`src/rtl/core/mcts_pkg.sv`:
```
// shared types, codes and keyword tables of the token scanner
package mcts_pkg;

   localparam int LEX_MAX_DEF  = 32;
   localparam int TEXT_MAX_DEF = 65536;
   localparam int FIFO_DEPTH   = 4;

   typedef enum logic [4:0] {
      MODE_IDLE, MODE_SLASH, MODE_LCOM, MODE_BCOM, MODE_BSTAR, MODE_ID, MODE_INT,
      MODE_DOT, MODE_FRAC, MODE_EXPE, MODE_EXPS, MODE_EXPD, MODE_Q0, MODE_Q1,
      MODE_QSCAN, MODE_GT, MODE_LT, MODE_EQ, MODE_BANG
   } mode_type;

   localparam logic [5:0] KIND_ID     = 6'd8;
   localparam logic [5:0] KIND_INT    = 6'd9;
   localparam logic [5:0] KIND_EXP    = 6'd10;
   localparam logic [5:0] KIND_CHAR   = 6'd11;
   localparam logic [5:0] KIND_LBRACE = 6'd12;
   localparam logic [5:0] KIND_RBRACE = 6'd13;
   localparam logic [5:0] KIND_LPAREN = 6'd14;
   localparam logic [5:0] KIND_RPAREN = 6'd15;
   localparam logic [5:0] KIND_COMMA  = 6'd16;
   localparam logic [5:0] KIND_SEMI   = 6'd17;
   localparam logic [5:0] KIND_COLON  = 6'd18;
   localparam logic [5:0] KIND_PLUS   = 6'd19;
   localparam logic [5:0] KIND_MINUS  = 6'd20;
   localparam logic [5:0] KIND_STAR   = 6'd21;
   localparam logic [5:0] KIND_SLASH  = 6'd22;
   localparam logic [5:0] KIND_PCT    = 6'd23;
   localparam logic [5:0] KIND_GT     = 6'd24;
   localparam logic [5:0] KIND_GE     = 6'd25;
   localparam logic [5:0] KIND_LT     = 6'd26;
   localparam logic [5:0] KIND_LE     = 6'd27;
   localparam logic [5:0] KIND_ASSIGN = 6'd28;
   localparam logic [5:0] KIND_EQ     = 6'd29;
   localparam logic [5:0] KIND_NE     = 6'd30;
   localparam logic [5:0] KIND_END    = 6'd31;
   localparam logic [5:0] KIND_ERR    = 6'd32;

   localparam logic [2:0] ERR_NONE         = 3'd0;
   localparam logic [2:0] ERR_OPEN_COMMENT = 3'd1;
   localparam logic [2:0] ERR_LONG_INT     = 3'd2;
   localparam logic [2:0] ERR_BAD_EXP      = 3'd3;
   localparam logic [2:0] ERR_BAD_CHAR     = 3'd4;
   localparam logic [2:0] ERR_UNKNOWN      = 3'd5;

   // keyword text packed first character in the low byte
   localparam logic [55:0] KW_WORD [8] = '{
      56'h64696f76, 56'h746e69, 56'h656c62756f64, 56'h686374697773,
      56'h65736163, 56'h746c7561666564, 56'h6b61657262, 56'h6e69616d
   };
   localparam logic [3:0] KW_LEN [8] = '{4'd4, 4'd3, 4'd6, 4'd6, 4'd4, 4'd7, 4'd5, 4'd4};

   typedef struct packed {
      logic [5:0]  kind;
      logic [2:0]  err;
      logic [15:0] start;
      logic [4:0]  len;
      logic [15:0] line;
   } token_type;

endpackage

```
`src/rtl/core/mcts_core.sv`:
```
// scanner state and the combinational step that turns one character into tokens
module mcts_core #(
   parameter int LEX_MAX  = mcts_pkg::LEX_MAX_DEF,
   parameter int TEXT_MAX = mcts_pkg::TEXT_MAX_DEF
) (
   input  logic                       clock,
   input  logic                       reset,
   input  logic                       step,
   input  logic [7:0]                 char_code,
   input  logic                       csr_wr_en,
   input  logic [4:0]                 csr_wr_data,
   output logic [1:0]                 push_count,
   output mcts_pkg::token_type [1:0]  tokens
);
   import mcts_pkg::*;

   localparam int KL_W  = $clog2(LEX_MAX);
   localparam int OFF_W = $clog2(TEXT_MAX);
   localparam logic [KL_W-1:0]  KL_TOP  = KL_W'(LEX_MAX - 1);
   localparam logic [OFF_W-1:0] OFF_TOP = OFF_W'(TEXT_MAX - 1);

   logic [4:0]       limit_ff;
   mode_type         mode_ff, mode_in;
   logic [OFF_W-1:0] off_ff, off_in, ts_ff, ts_in;
   logic [15:0]      line_ff, line_in, tl_ff, tl_in;
   logic [KL_W-1:0]  kl_ff, kl_in;
   logic [7:0]       dc_ff, dc_in, q_ff, q_in;
   logic [55:0]      kw_ff, kw_in;
   logic             ovf_ff, ovf_in, halt_ff, halt_in;

   always_comb begin
      logic [4:0] lim;
      logic [1:0] n;
      logic       do_idle;
      logic       is_dig;
      logic       is_let;
      logic [5:0] kind;
      logic [7:0] c;
      mode_type   m;
      logic [OFF_W-1:0] ts;
      logic [15:0] tl;
      logic [KL_W-1:0] kl;
      logic [7:0]  dc;
      logic [7:0]  q;
      logic [55:0] kw;
      logic        ovf;
      logic        halt;
      logic [15:0] ln;
      logic [OFF_W-1:0] off;
      lim = (limit_ff == 5'd0) ? 5'd1 : limit_ff;
      c = char_code;
      m = mode_ff; ts = ts_ff; tl = tl_ff; kl = kl_ff; dc = dc_ff; q = q_ff;
      kw = kw_ff; ovf = ovf_ff; halt = halt_ff; ln = line_ff; off = off_ff;
      n = 2'd0;
      do_idle = 1'b0;
      kind = KIND_ID;
      tokens = '0;
      is_dig = (c >= "0") && (c <= "9");
      is_let = ((c >= "a") && (c <= "z")) || ((c >= "A") && (c <= "Z"));

      if (!halt) begin
         unique case (m)
            MODE_SLASH: begin
               if (c == "/") m = MODE_LCOM;
               else if (c == "*") begin kl = '0; m = MODE_BCOM; end
               else begin
                  tokens[n[0]] = {KIND_SLASH, ERR_NONE, 16'(24'(ts)), 5'(9'(kl)), tl};
                  n = n + 2'd1; m = MODE_IDLE; do_idle = 1'b1;
               end
            end
            MODE_LCOM: begin
               if (c == "\n") m = MODE_IDLE;
               else if (c == 8'd0) begin m = MODE_IDLE; do_idle = 1'b1; end
            end
            MODE_BCOM, MODE_BSTAR: begin
               if (c == 8'd0 || c == "#") begin
                  tokens[n[0]] = {KIND_ERR, ERR_OPEN_COMMENT, 16'(24'(ts)), 5'(9'(kl)), tl};
                  n = n + 2'd1; halt = 1'b1; m = MODE_IDLE;
               end else if (c == "/" && m == MODE_BSTAR) m = MODE_IDLE;
               else m = (c == "*") ? MODE_BSTAR : MODE_BCOM;
            end
            MODE_ID: begin
               if (is_let || is_dig) begin
                  if (9'(kl) < 9'd7) kw = kw | (56'(c) << (8 * int'(kl)));
                  if (kl < KL_TOP) kl = kl + 1'b1;
               end else begin
                  kind = KIND_ID;
                  for (int k = 0; k < 8; k++) begin
                     if (kind == KIND_ID && 9'(kl) == 9'(KW_LEN[k]) && kw == KW_WORD[k])
                        kind = 6'(k);
                  end
                  tokens[n[0]] = {kind, ERR_NONE, 16'(24'(ts)), 5'(9'(kl)), tl};
                  n = n + 2'd1; m = MODE_IDLE; do_idle = 1'b1;
               end
            end
            MODE_INT: begin
               if (is_dig) begin
                  if (dc >= 8'(lim)) ovf = 1'b1;
                  if (dc < 8'd255) dc = dc + 8'd1;
                  if (kl < KL_TOP) kl = kl + 1'b1;
               end else if (ovf) begin
                  tokens[n[0]] = {KIND_ERR, ERR_LONG_INT, 16'(24'(ts)), 5'(9'(kl)), tl};
                  n = n + 2'd1; halt = 1'b1; m = MODE_IDLE;
               end else if (c == ".") begin
                  if (kl < KL_TOP) kl = kl + 1'b1;
                  m = MODE_FRAC;
               end else if (c == "e" || c == "E") begin
                  if (kl < KL_TOP) kl = kl + 1'b1;
                  m = MODE_EXPE;
               end else begin
                  tokens[n[0]] = {KIND_INT, ERR_NONE, 16'(24'(ts)), 5'(9'(kl)), tl};
                  n = n + 2'd1; m = MODE_IDLE; do_idle = 1'b1;
               end
            end
            MODE_DOT: begin
               if (is_dig) begin
                  if (kl < KL_TOP) kl = kl + 1'b1;
                  m = MODE_FRAC;
               end else begin
                  tokens[n[0]] = {KIND_ERR, ERR_BAD_EXP, 16'(24'(ts)), 5'(9'(kl)), tl};
                  n = n + 2'd1; halt = 1'b1; m = MODE_IDLE;
               end
            end
            MODE_FRAC: begin
               if (is_dig) begin
                  if (9'(kl) < 9'(lim) && kl < KL_TOP) kl = kl + 1'b1;
               end else if (c == "e" || c == "E") begin
                  if (kl < KL_TOP) kl = kl + 1'b1;
                  m = MODE_EXPE;
               end else begin
                  tokens[n[0]] = {KIND_ERR, ERR_BAD_EXP, 16'(24'(ts)), 5'(9'(kl)), tl};
                  n = n + 2'd1; halt = 1'b1; m = MODE_IDLE;
               end
            end
            MODE_EXPE: begin
               if (c == "+" || c == "-") begin
                  if (kl < KL_TOP) kl = kl + 1'b1;
                  m = MODE_EXPS;
               end else if (is_dig) begin
                  if (kl < KL_TOP) kl = kl + 1'b1;
                  m = MODE_EXPD;
               end else begin
                  tokens[n[0]] = {KIND_EXP, ERR_NONE, 16'(24'(ts)), 5'(9'(kl)), tl};
                  n = n + 2'd1; m = MODE_IDLE; do_idle = 1'b1;
               end
            end
            MODE_EXPS: begin
               if (is_dig) begin
                  if (kl < KL_TOP) kl = kl + 1'b1;
                  m = MODE_EXPD;
               end else begin
                  tokens[n[0]] = {KIND_ERR, ERR_BAD_EXP, 16'(24'(ts)), 5'(9'(kl)), tl};
                  n = n + 2'd1; halt = 1'b1; m = MODE_IDLE;
               end
            end
            MODE_EXPD: begin
               if (is_dig) begin
                  if (kl < KL_TOP) kl = kl + 1'b1;
               end else begin
                  tokens[n[0]] = {KIND_EXP, ERR_NONE, 16'(24'(ts)), 5'(9'(kl)), tl};
                  n = n + 2'd1; m = MODE_IDLE; do_idle = 1'b1;
               end
            end
            MODE_Q0: begin
               if (c == 8'd0) begin
                  tokens[n[0]] = {KIND_ERR, ERR_BAD_CHAR, 16'(24'(ts)), 5'(9'(kl)), tl};
                  n = n + 2'd1; halt = 1'b1; m = MODE_IDLE;
               end else begin q = c; m = MODE_Q1; end
            end
            MODE_Q1: begin
               if (c == "'") begin
                  if (q == "\n") begin
                     tokens[n[0]] = {KIND_ERR, ERR_BAD_CHAR, 16'(24'(ts)), 5'(9'(kl)), tl};
                     n = n + 2'd1; halt = 1'b1; m = MODE_IDLE;
                  end else begin
                     kl = KL_W'(1);
                     tokens[n[0]] = {KIND_CHAR, ERR_NONE, 16'(24'(ts)), 5'(9'(kl)), tl};
                     n = n + 2'd1; m = MODE_IDLE;
                  end
               end else if (q == "'" || q == "\n" || q == "#") begin
                  tokens[n[0]] = {KIND_ERR, ERR_BAD_CHAR, 16'(24'(ts)), 5'(9'(kl)), tl};
                  n = n + 2'd1; halt = 1'b1; m = MODE_IDLE;
               end else begin
                  if (kl < KL_TOP) kl = kl + 1'b1;
                  if (c == "\n" || c == 8'd0 || c == "#") begin
                     tokens[n[0]] = {KIND_ERR, ERR_BAD_CHAR, 16'(24'(ts)), 5'(9'(kl)), tl};
                     n = n + 2'd1; halt = 1'b1; m = MODE_IDLE;
                  end else begin
                     if (kl < KL_TOP) kl = kl + 1'b1;
                     m = MODE_QSCAN;
                  end
               end
            end
            MODE_QSCAN: begin
               if (c == "'" || c == "\n" || c == 8'd0 || c == "#") begin
                  tokens[n[0]] = {KIND_ERR, ERR_BAD_CHAR, 16'(24'(ts)), 5'(9'(kl)), tl};
                  n = n + 2'd1; halt = 1'b1; m = MODE_IDLE;
               end else if (kl < KL_TOP) kl = kl + 1'b1;
            end
            MODE_GT, MODE_LT, MODE_EQ: begin
               if (c == "=") begin
                  if (kl < KL_TOP) kl = kl + 1'b1;
                  kind = (m == MODE_GT) ? KIND_GE : (m == MODE_LT) ? KIND_LE : KIND_EQ;
                  tokens[n[0]] = {kind, ERR_NONE, 16'(24'(ts)), 5'(9'(kl)), tl};
                  n = n + 2'd1; m = MODE_IDLE;
               end else begin
                  kind = (m == MODE_GT) ? KIND_GT : (m == MODE_LT) ? KIND_LT : KIND_ASSIGN;
                  tokens[n[0]] = {kind, ERR_NONE, 16'(24'(ts)), 5'(9'(kl)), tl};
                  n = n + 2'd1; m = MODE_IDLE; do_idle = 1'b1;
               end
            end
            MODE_BANG: begin
               if (c == "=") begin
                  if (kl < KL_TOP) kl = kl + 1'b1;
                  tokens[n[0]] = {KIND_NE, ERR_NONE, 16'(24'(ts)), 5'(9'(kl)), tl};
                  n = n + 2'd1; m = MODE_IDLE;
               end else begin
                  tokens[n[0]] = {KIND_ERR, ERR_UNKNOWN, 16'(24'(ts)), 5'(9'(kl)), tl};
                  n = n + 2'd1; halt = 1'b1; m = MODE_IDLE;
               end
            end
            default: do_idle = 1'b1;
         endcase

         // the byte that closed a token is scanned again as a fresh start
         if (do_idle && !(c == " " || c == "\n" || c == "\t")) begin
            ts = off; tl = ln; kl = '0; m = MODE_IDLE;
            if (c == 8'd0) begin
               kl = KL_W'(1);
               tokens[n[0]] = {KIND_END, ERR_NONE, 16'(24'(ts)), 5'(9'(kl)), tl};
               n = n + 2'd1;
            end else if (c == "'") m = MODE_Q0;
            else begin
               kl = KL_W'(1);
               kind = KIND_ERR;
               if (is_dig) begin dc = 8'd1; ovf = 1'b0; m = MODE_INT; end
               else if (is_let) begin kw = 56'(c); m = MODE_ID; end
               else begin
                  unique case (c)
                     ".": m = MODE_DOT;
                     "/": m = MODE_SLASH;
                     ">": m = MODE_GT;
                     "<": m = MODE_LT;
                     "=": m = MODE_EQ;
                     "!": m = MODE_BANG;
                     "{": kind = KIND_LBRACE;
                     "}": kind = KIND_RBRACE;
                     "(": kind = KIND_LPAREN;
                     ")": kind = KIND_RPAREN;
                     ",": kind = KIND_COMMA;
                     ";": kind = KIND_SEMI;
                     ":": kind = KIND_COLON;
                     "+": kind = KIND_PLUS;
                     "-": kind = KIND_MINUS;
                     "*": kind = KIND_STAR;
                     "%": kind = KIND_PCT;
                     default: begin
                        kind = KIND_ERR;
                        tokens[n[0]] = {KIND_ERR, ERR_UNKNOWN, 16'(24'(ts)), 5'(9'(kl)), tl};
                        n = n + 2'd1; halt = 1'b1;
                     end
                  endcase
                  if (kind != KIND_ERR) begin
                     tokens[n[0]] = {kind, ERR_NONE, 16'(24'(ts)), 5'(9'(kl)), tl};
                     n = n + 2'd1;
                  end
               end
            end
         end
      end

      if (c == "\n" && ln < 16'hffff) ln = ln + 16'd1;
      off = (off == OFF_TOP) ? '0 : off + 1'b1;
      if (c == 8'd0) begin
         off = '0; ln = 16'd1; m = MODE_IDLE; halt = 1'b0;
      end

      mode_in = m; ts_in = ts; tl_in = tl; kl_in = kl; dc_in = dc; q_in = q;
      kw_in = kw; ovf_in = ovf; halt_in = halt; line_in = ln; off_in = off;
      push_count = step ? n : 2'd0;
   end

   always_ff @(posedge clock) begin
      if (reset) begin
         limit_ff <= 5'd10;
         mode_ff  <= MODE_IDLE;
         off_ff   <= '0;
         line_ff  <= 16'd1;
         ts_ff    <= '0;
         tl_ff    <= 16'd1;
         kl_ff    <= '0;
         dc_ff    <= 8'd0;
         q_ff     <= 8'd0;
         kw_ff    <= '0;
         ovf_ff   <= 1'b0;
         halt_ff  <= 1'b0;
      end else begin
         if (csr_wr_en) limit_ff <= csr_wr_data;
         if (step) begin
            mode_ff <= mode_in;
            off_ff  <= off_in;
            line_ff <= line_in;
            ts_ff   <= ts_in;
            tl_ff   <= tl_in;
            kl_ff   <= kl_in;
            dc_ff   <= dc_in;
            q_ff    <= q_in;
            kw_ff   <= kw_in;
            ovf_ff  <= ovf_in;
            halt_ff <= halt_in;
         end
      end
   end

endmodule

```
`src/rtl/core/mcts_fifo.sv`:
```
// four-entry token queue taking up to two words per cycle
module mcts_fifo (
   input  logic                      clock,
   input  logic                      reset,
   input  logic [1:0]                push_count,
   input  mcts_pkg::token_type [1:0] push_data,
   input  logic                      pop,
   output mcts_pkg::token_type       head,
   output logic [2:0]                level
);
   import mcts_pkg::*;

   token_type  entry_ff [FIFO_DEPTH];
   logic [1:0] wp_ff, wp_in, rp_ff, rp_in;
   logic [2:0] count_ff, count_in;

   always_comb begin
      wp_in    = wp_ff + push_count;
      rp_in    = rp_ff + {1'b0, pop};
      count_in = count_ff + {1'b0, push_count} - {2'b0, pop};
   end

   always_ff @(posedge clock) begin
      if (reset) begin
         wp_ff    <= '0;
         rp_ff    <= '0;
         count_ff <= '0;
      end else begin
         wp_ff    <= wp_in;
         rp_ff    <= rp_in;
         count_ff <= count_in;
      end
   end

   always_ff @(posedge clock) begin
      if (push_count != 2'd0) entry_ff[wp_ff] <= push_data[0];
      if (push_count == 2'd2) entry_ff[wp_ff + 2'd1] <= push_data[1];
   end

   assign head  = entry_ff[rp_ff];
   assign level = count_ff;

endmodule

```
`src/rtl/core/mini_c_token_scanner.sv`:
```
// token scanner top level: one character per cycle in, tokens out through a queue
// a token is written into the queue with the character that completes it, and offered once it reaches the head
// throughput: one character per cycle; set by the combinational scan step and
// the four-word token queue, which holds input while it has fewer than two free slots
// reset: synchronous; mode idle, offset 0, line 1, digit limit 10, queue empty
module mini_c_token_scanner #(
   parameter int LEX_MAX  = mcts_pkg::LEX_MAX_DEF,
   parameter int TEXT_MAX = mcts_pkg::TEXT_MAX_DEF
) (
   input  logic        clock,
   input  logic        reset,
   input  logic        req_valid,
   output logic        req_ready,
   input  logic [7:0]  req_char_code,
   output logic        rsp_valid,
   input  logic        rsp_ready,
   output logic [5:0]  rsp_token_kind,
   output logic [2:0]  rsp_error_code,
   output logic [15:0] rsp_start_offset,
   output logic [4:0]  rsp_lexeme_length,
   output logic [15:0] rsp_line_number,
   input  logic        csr_wr_en,
   input  logic [4:0]  csr_wr_data
);
   import mcts_pkg::*;

   logic            step;
   logic [1:0]      push_count;
   token_type [1:0] tokens;
   token_type       head;
   logic [2:0]      level;

   assign req_ready = (level <= 3'd2);
   assign step      = req_valid && req_ready;
   assign rsp_valid = (level != 3'd0);

   mcts_core #(.LEX_MAX(LEX_MAX), .TEXT_MAX(TEXT_MAX)) u_core (
      .clock(clock), .reset(reset), .step(step), .char_code(req_char_code),
      .csr_wr_en(csr_wr_en), .csr_wr_data(csr_wr_data),
      .push_count(push_count), .tokens(tokens)
   );

   mcts_fifo u_fifo (
      .clock(clock), .reset(reset), .push_count(push_count), .push_data(tokens),
      .pop(rsp_valid && rsp_ready), .head(head), .level(level)
   );

   assign rsp_token_kind    = head.kind;
   assign rsp_error_code    = head.err;
   assign rsp_start_offset  = head.start;
   assign rsp_lexeme_length = head.len;
   assign rsp_line_number   = head.line;

`ifndef SYNTH
   a_level_bound: assert property (@(posedge clock) disable iff (reset)
      level <= 3'd4) else $error("token queue overfilled");
   a_err_code: assert property (@(posedge clock) disable iff (reset)
      rsp_valid && rsp_token_kind == KIND_ERR |-> rsp_error_code != ERR_NONE)
      else $error("error token without code");
   a_ok_code: assert property (@(posedge clock) disable iff (reset)
      rsp_valid && rsp_token_kind != KIND_ERR |-> rsp_error_code == ERR_NONE)
      else $error("code on a good token");
   a_line: assert property (@(posedge clock) disable iff (reset)
      rsp_valid |-> rsp_line_number != 16'd0) else $error("line number zero");
`endif

endmodule

```
`config.mk`:
```
export PLATFORM = sky130hd
export DESIGN_NAME = mini_c_token_scanner
export DESIGN_NICKNAME = d
export VERILOG_FILES = /design/src/rtl/core/mcts_pkg.sv /design/src/rtl/core/mcts_core.sv /design/src/rtl/core/mcts_fifo.sv /design/src/rtl/core/mini_c_token_scanner.sv
export SDC_FILE = /design/constraint.sdc
export NUM_CORES = 1
export LEC_CHECK = 0
export BUFFER_PORTS_ARGS = -buffer_cell sky130_fd_sc_hd__buf_2
export CORE_AREA = 3 3 204 206
export DETAILED_ROUTE_END_ITERATION = 8
export DIE_AREA = 0 0 207 209
export PLACE_DENSITY = 0.69
export SYNTH_ARGS = -nofsm -noshare
export SYNTH_HDL_FRONTEND = slang
export SYNTH_SLANG_ARGS = --single-unit
export TNS_END_PERCENT = 1
```
`constraint.sdc`:
```
create_clock -name clock -period 12.9 [get_ports clock]
set_clock_uncertainty 0.1 [all_clocks]
set_input_delay 2.58 -clock clock [delete_from_list [all_inputs] [get_ports clock]]
set_output_delay 2.58 -clock clock [all_outputs]
set_load 0.005 [all_outputs]
```
==> metrics.txt <==
status=completed; area grow syn2layout=9.52%; slowest CP cell=a22oi_2; FF-to-FF End=u_fifo.entry_ff[0][10]; H-Tree Level Count=2; fin nets=2064; worst r2r src=u_core.mode_ff[3]; non-filler cells in the finished layout=2576; sequential fraction of the synthesis area=43.7%; row cnt=73; DR WL/cell=23.7 µm; syn_area_per_cell=9.86 µm²; crit-path leading delay family=compound AO/OA/AOI/OAI gates; clock sink total=344; DRT Pass-1 Iters=6; die height=209 µm; CP Launch Point=req_char_code[3]; initial DRC count=1651; critical path depth=14; Routability Congestion=0.967; Max Freq=109 MHz; CTS buffer count=38; Clk Latency, worst-skew pair=570 ps; Post-Route WL=61.0 mm; synth unique cells=107; RSZ-0062 raised after global routing=false; Hold Crit Class=reg2reg; crit path cell chain=buf_2 > o21ai_0 > nand2_1 > nand3_1 > o211a_1 > and3_4 > inv_4 > ha_1 > nand2b_1 > nor4_1 > o311a_1 > o2111ai_4 > a22oi_2 > buf_4; initial core utilization=50.2%; core area=0.0398 mm²; hold-fix buffers at CTS=0; DRC violations left=0; critical path fanouts, max=43; crit path DAT=9270 ps; max incr delay on CP=730 ps; Primary FF master, synth=edfxtp_1; internal power=2200 µW; Final HPWL DP=41.3 mm; P_leak=0.00787 µW; n_diodes=0; Avg Vias per Cell=6.55; Slew HR=4.97%; clk root buf=clkbuf_16; CP required=12990 ps; final hold vios=0; top post-synthesis cells by area=edfxtp_1 (28%), dfxtp_1 (16%), mux4_2 (5.2%), mux2i_1 (4.5%), a21oi_1 (3.8%); Max-cap violations=0; startpoint types=input port; final count of pins violating max slew=0; final setup vio count=0; first-pass GRT wire length=95.4 mm; Register-to-Register Setup Slack=5870 ps; post-cts resize count=0; Post-Syn Area=0.0200 mm²; largest net degree at the start of global routing=80; area occupied by multi-input gates=0.0105 mm²; io pins=66; Synth top area share=27.6%; Post-Synthesis Cells=2027; Flop pwr share=40.6%; Gate power share=27.2%; TritonCTS clock tree=yes; Final ANT Viol Nets=0; Async SR Flop Fraction=0%; area leader, netlist=edfxtp_1; overall routing resource usage=27.6%; DIE WIDTH=207 µm; FF+latch count, synth=344; CP Capture Type=flip-flop; Worst Reg-to-Reg Cells=13; share of cells above drive strength 1=13.8%; Clk pwr share=32.1%; count leader, synth=nor2_1; Post-synth EDFFs=184; antenna violations before repair=0; Worst Path Buf+Inv=3; CP Capture Point=u_fifo.entry_ff[0][10]; Clock Path Buffers=3; sum of negative setup slack=0 ps; DIE AREA=0.0433 mm²; number of buffers added on ports=65; DR vias=16900; Final period util=71.2%; VDD IR-drop max=0.000109 V; register area=0.00873 mm²; Power per Cell Area=150 mW/mm²; Min Clock Period, post-route=9180 ps; dpl cells=2506; number of global-route vias before repair=16400; GRT overflow=0; synth cell count leaders=nor2_1 (196), edfxtp_1 (184), nand2_1 (173); critical path class=in2reg; Worst Tran Pin Value=1410 ps; YS warnings=0; fillers=3587; synthesized net count=2070; setup bufs post-CTS=0; Worst-path clk slew=60 ps; Net Sw Power=1070 µW; Sw Ratio=32.8%
power groups by stage:
stage	Sequential, µW	Combinational, µW	Clock [µW]
3_5_place_dp	1360	895	0
5_1_grt	1340	961	1110
6_report	1330	892	1050
4_1_cts	1330	899	1070
2_1_floorplan	1330	594	0
3_3_place_gp	1350	880	0
state kept, by name, summed over array words and instances (netlist names), 5 cells and up:
| register | flops |
|---|---|
| u_core.off_ff | 16 |
| u_core.mode_ff | 5 |
| u_fifo.entry_ff | 184 |
| u_core.dc_ff | 8 |
| u_core.ts_ff | 16 |
| u_core.kl_ff | 5 |
| u_core.kw_ff | 56 |
| u_core.tl_ff | 16 |
| u_core.q_ff | 8 |
| u_core.line_ff | 16 |
| u_core.limit_ff | 5 |
how the worst min path moves through the flow:
stage               cells past startpoint  slack (ps)              from                to
finish                                  2         370  u_core.ts_ff[13]  u_core.ts_ff[13]
global route                            2         380  u_core.ts_ff[13]  u_core.ts_ff[13]
CTS                                     2         370  u_core.ts_ff[13]  u_core.ts_ff[13]
detailed placement                      2         360  u_core.ts_ff[13]  u_core.ts_ff[13]
global placement                        2         350  u_core.kw_ff[51]  u_core.kw_ff[51]
floorplan                               2         340  u_core.ts_ff[13]  u_core.ts_ff[13]
final cells by class:
type	count	area share, %
Multi-Input combinational cell	1472	47.7
Sequential cell	344	39.9
Clock buffer	59	5.13
Tap cell	525	3.00
Timing Repair Buffer	103	2.79
Inverter	62	1.07
Clock inverter	11	0.389
cell families (layout without fill, tap and decap cells):
| logic type | Yosys count | after routing | share of synthesized area [%] |
|---|---|---|---|
| AO/OA/AOI/OAI | 491 | 491 | 18.6 |
| buffers and inverters | 211 | 235 | 4.51 |
| flip-flops | 344 | 344 | 43.7 |
| adder cells (fa/ha/maj) | 26 | 26 | 1.65 |
| AND/OR/NAND/NOR | 782 | 782 | 20.3 |
| multiplexers | 140 | 140 | 9.91 |
| XOR/XNOR | 33 | 33 | 1.45 |
cells in the final DEF (no fill, tap or decap), drive strengths merged, types with 44 or more instances in the layout:
cell | Yosys | routed
a21oi | 153 | 153
a32o | 62 | 62
buf | 54 | 103
clkbuf | 95 | 59
dfxtp | 160 | 160
edfxtp | 184 | 184
inv | 60 | 61
mux2i | 90 | 90
mux4 | 46 | 46
nand2 | 173 | 173
nand2b | 44 | 44
nand3 | 90 | 90
nor2 | 199 | 199
o21ai | 59 | 59
worst register-to-register path, stage by stage, from the launching register on:
cell and delay [ps]:
dfxtp_1 790, or3b_2 560, nor3_1 550, a221oi_1 190, a2bb2oi_2 190, and3_4 290, inv_4 450, ha_1 430
nand2b_1 180, nor4_1 390, o311a_1 470, o2111ai_4 710, a22oi_2 730, buf_4 630
through the flow:
stage	area, µm²	hold slack (ps)	util [%]	power, µW	worst slack [ps]
final	21900	370	55.0	3280	3720
after floorplan	20000	337	-	1920	2460
after global placement	20700	349	52.0	2230	3480
after detailed placement	20700	356	52.0	2250	3350
after CTS	21900	366	55.0	3300	3900
after global routing	21900	383	55.0	3420	3360
layer usage:
layer | wire length [µm] | global-route usage (%) | part of all wire (%) | up-vias
li1 | - | - | - | 7725
met1 | 25300 | 36.6 | 41 | 8247
met2 | 29100 | 45.5 | 48 | 764
met3 | 4610 | 4.91 | 7.6 | 124
met4 | 2000 | 9.93 | 3.3 | 0
met5 | 0 | 0 | 0 | -
No activity file was read; power rests on OpenSTA's default activity.
